## config.mk

```make
export PLATFORM = sky130hd
export DESIGN_NAME = ldds_ram
export DESIGN_NICKNAME = d
export VERILOG_FILES = /design/src/hw/rtl/lattice_deposition_diffusion_step_macros.svh /design/src/hw/rtl/ldds_ram.sv
export SDC_FILE = /design/constraint.sdc
export NUM_CORES = 2
export LEC_CHECK = 0
export ABC_AREA = 0
export BUFFER_PORTS_ARGS = -buffer_cell sky130_fd_sc_hd__buf_2
export CORE_AREA = 3 3 509 612
export DETAILED_ROUTE_END_ITERATION = 16
export DIE_AREA = 0 0 512 615
export GPL_TIMING_DRIVEN = 0
export HOLD_SLACK_MARGIN = 0.05
export PLACE_DENSITY = 0.38
export SYNTH_ARGS = -nofsm -noshare
export SYNTH_HDL_FRONTEND = slang
export SYNTH_SLANG_ARGS = --single-unit
export TNS_END_PERCENT = 100
```

## constraint.sdc

```tcl
create_clock -name clk -period 1.95 [get_ports clk]
set_input_delay 0.195 -clock clk [delete_from_list [all_inputs] [get_ports clk]]
set_output_delay 0.195 -clock clk [all_outputs]
set_load 0.1 [all_outputs]
```

## src/hw/rtl/lattice_deposition_diffusion_step_macros.svh

```systemverilog
// Assertion macros for the lattice deposition / diffusion step block.
// Included by the RTL files that carry concurrent assertions.
`ifndef LATTICE_DEPOSITION_DIFFUSION_STEP_MACROS_SVH
`define LATTICE_DEPOSITION_DIFFUSION_STEP_MACROS_SVH
`ifndef SYNTH
`define LDDS_ASSERT(lbl, clk, rst_n, prop) \
	lbl: assert property (@(posedge clk) disable iff (!rst_n) prop) \
	else $error("assertion failed");
`define LDDS_NEVER(lbl, clk, rst_n, expr) \
	`LDDS_ASSERT(lbl, clk, rst_n, !(expr))
`else
`define LDDS_ASSERT(lbl, clk, rst_n, prop)
`define LDDS_NEVER(lbl, clk, rst_n, expr)
`endif
`endif

```

## src/hw/rtl/ldds_ram.sv

```systemverilog
// Generic single-write, single-read RAM with registered read data.
// No dependencies.
`default_nettype none
module ldds_ram #(
	parameter int unsigned WIDTH = 8,
	parameter int unsigned DEPTH = 256
) (
	input  wire logic                     clk,
	input  wire logic                     we,
	input  wire logic [$clog2(DEPTH)-1:0] waddr,
	input  wire logic [WIDTH-1:0]         wdata,
	input  wire logic [$clog2(DEPTH)-1:0] raddr,
	output logic      [WIDTH-1:0]         rdata
);
	logic [WIDTH-1:0] mem_q [DEPTH];

	always_ff @(posedge clk) begin
		if (we) begin
			mem_q[waddr] <= wdata;
		end
		rdata <= mem_q[raddr];
	end
endmodule
`default_nettype wire

```

==> qor.yml <==
cts_tree: "done"
p_per_area_mw_per_mm2: 1000
critPathMaxFanout: 10
crit_slowest_cell: "nor4_4"
final_area_sq_mm: 0.0954
gp_congestion: 0.925
via_count: 40200
status: "complete, but fails checks"
worstReg2RegEnd: "rdata[6]"
crit_family: "buffers and inverters"
synth_top_area_share_pct: 77.3
max_stage_delay_ns: 0.65
clock-root-buffer: "clkbuf_16"
io_pins: 34
cts.sinks: 2056
crit_buf_inv: 4
grt_pass1_wl_microns: 393000
min_from: "waddr[4]"
dieArea_sq_mm: 0.315
core-area_sq_mm: 0.307
ant_nets: 0
ff2ff_setup_slack_ns: -0.64
final-max-slew-violation-count: 0
critical_path.endpoint_type: "flip-flop"
yosysWarnings: 0
violations: "setup timing"
antenna_found_initial: 22
setup_slack_ns: -0.660
critPathRequiredTime_ns: 2.69
hold_path_end: "mem_q[117][7]"
drive_gt1_share_pct: 32.5
finalSetupViolCount: 50
synth_edf_count: 2048
die_y_microns: 615
drt-initial-drc-count: 4155
post_drt_wl_per_cell_microns: 35.8
synthCells: 3733
avgSynthCellArea_sq_um: 21.3
drc: 0
fin_crit_sh_pct: 134
ys_types: 55
grt_pass1_vias: 41600
grt.total_usage_pct: 18.5
synth_top_area_cell: "edfxtp_1"
fin_worst_skew_ns: 0.0654
ys_seq_area_share_pct: 77.5
start_util_pct: 25.9
maxCapViolCount: 0
crit_type: "input pin to flip-flop"
cts_buffers: 221
relSlewSlack_pct: 22.6
fmaxAchievable_mhz: 383
worstPathCellList: "buf_2 > buf_4 > buf_4 > nand2b_1 > buf_2 > a21oi_1 > nor4_1 > nor4_4"
reg2reg_depth: 6
clk_latency_ns: 0.91
grt_max_degree: 137
die_w_microns: 512
whs_ns: 0.126
period_minus_slack_ns: 2.61
rsz0062_at_grt: "yes"
cts.path.max_buffers: 4
ir_worst_vdd_mv: 0.632
dpl_worst_slack_ns: -3.53
placementRows: 223
fin_nets: 4071
dpl_cell_area_sq_mm: 0.0859
detail_route.first_pass.iterations: 5
ys_top_cells_by_area: "edfxtp_1 (77%), mux4_2 (13%), mux2i_1 (1.7%)"
hold_class: "input pin to flip-flop"
wl_microns: 296000
h-tree-depth: 4
ys.flop_type: "edfxtp_1"
critPathLaunchType: "input pin"
p_leak_nw: 28.6
dpl.hpwl_microns: 202000
viasPerCell: 4.86
grt_overflow: 0
synth-seq-cells: 2056
syn2layout_area_growth_pct: 19.9
synthMostInstantiatedCell: "edfxtp_1"
synthTopCellsByCount: "edfxtp_1 (2,048), mux4_2 (454), nor2_1 (282)"
syn_nets: 3759
arrival_ns: 3.35
hold_depth: 3
finalPower_mw: 95.5
totalNegativeSetupSlack_ns: -5.26
reg2reg_from: "mem_q[83][6]"
nFillCells: 29400
synth_area_sq_mm: 0.0796
numPortBuffers: 26
tightest_slew_ns: 1.16
clk_pin_slew_ns: 0.07
synthArstFlopShare_pct: 0
hold_viol: 0
worst register-to-register path: stages (launching register included):
cell	delay, ns
edfxtp_1	0.36
mux4_2	0.50
a22o_1	0.26
a221oi_4	0.44
o32ai_4	0.21
nor3_4	0.54
nor4_4	0.17
power by group:
| group | total (mW) | leakage (nW) | switching, mW | internal [mW] |
|---|---|---|---|---|
| Sequential | 48.7 | 18.5 | 0.0276 | 48.7 |
| Clock | 40.3 | 3.25 | 17.8 | 22.5 |
| Combinational | 6.47 | 6.83 | 4.57 | 1.90 |
| Total | 95.5 | 28.6 | 22.4 | 73.1 |
state kept, by name, summed over array words and instances, names as in the netlist:
register / flops
rdata: 8
mem_q: 2048
through the flow:
step                utilization (%)  instances
global route                   31.1       8265
detailed placement             28.0       7842
global placement               27.7       7809
finish                         31.1       8272
CTS                            30.9       8261
floorplan                         -       3733
how the worst max path moves through the flow:
stage	from	endpoint	depth (start not counted)
3_3_place_gp	raddr[4]	rdata[4]	9
3_5_place_dp	raddr[2]	rdata[0]	9
2_1_floorplan	raddr[0]	rdata[0]	9
4_1_cts	mem_q[83][5]	rdata[5]	7
5_1_grt	mem_q[83][5]	rdata[5]	6
6_report	raddr[3]	rdata[6]	8
metal layers:
metal | global-route usage (%) | wire length [microns] | vias to the layer above
met5 | 0 | 0 | -
met4 | 7.33 | 13500 | 0
met3 | 2.58 | 13700 | 416
met2 | 32.2 | 151000 | 1172
met1 | 23.1 | 118000 | 22200
li1 | - | - | 16400
kinds of logic (layout without fill, tap and decap cells):
logic type,after synthesis,in the layout,share of synthesized area [%]
flops,2056,2056,77.5
mux,591,591,14.6
other cells,0,11,0
simple gates,466,466,2.63
buf+inv,235,713,1.83
compound gates,385,385,3.42
cell type report:
type | instances | area [sq um] | area share, %
Buffer | 231 | 2140 | 2.24
Antenna cell | 11 | 27.5 | 0.0289
Multi-Input combinational cell | 1442 | 18600 | 19.5
Tap cell | 4050 | 5070 | 5.31
Clock inverter | 103 | 802 | 0.841
Clock buffer | 286 | 5900 | 6.18
Inverter | 2 | 8.76 | 0.00918
Sequential cell | 2056 | 61700 | 64.6
Timing Repair Buffer | 91 | 1220 | 1.28
cell usage in the layout (no fill, tap or decap), drive strengths merged, types with 5 or more instances in the layout:
cell and instances:
inv 5, bufinv 10, dlygate4sd3 8, dfxtp 8
nor2 282, nor2b 31, o211ai 10, a22oi 133
clkinvlp 6, mux2i 134, a211oi 16, o22a 5
clkbuf 394, and2 6, nand4 10, a21oi 96
clkinv 84, o21ai 12, a2111oi 5, nor3 22
a22o 8, o221ai 47, a221oi 14, buf 205
nand3 34, mux4 456, nand2 33, o32ai 5
diode 11, nand2b 8, edfxtp 2048, o22ai 28
nor4 27
timing repair:
| action | in CTS | in global routing |
|---|---|---|
| gates resized for setup | 544 | 140 |
| hold buffers | 8 | 0 |
| setup endpoints to repair | 2016 | 1199 |
| setup buffers | 24 | 1 |
| hold endpoints to repair | 813 | 0 |
| pin swaps | 32 | 17 |
Power figures use the tool's default switching activity.
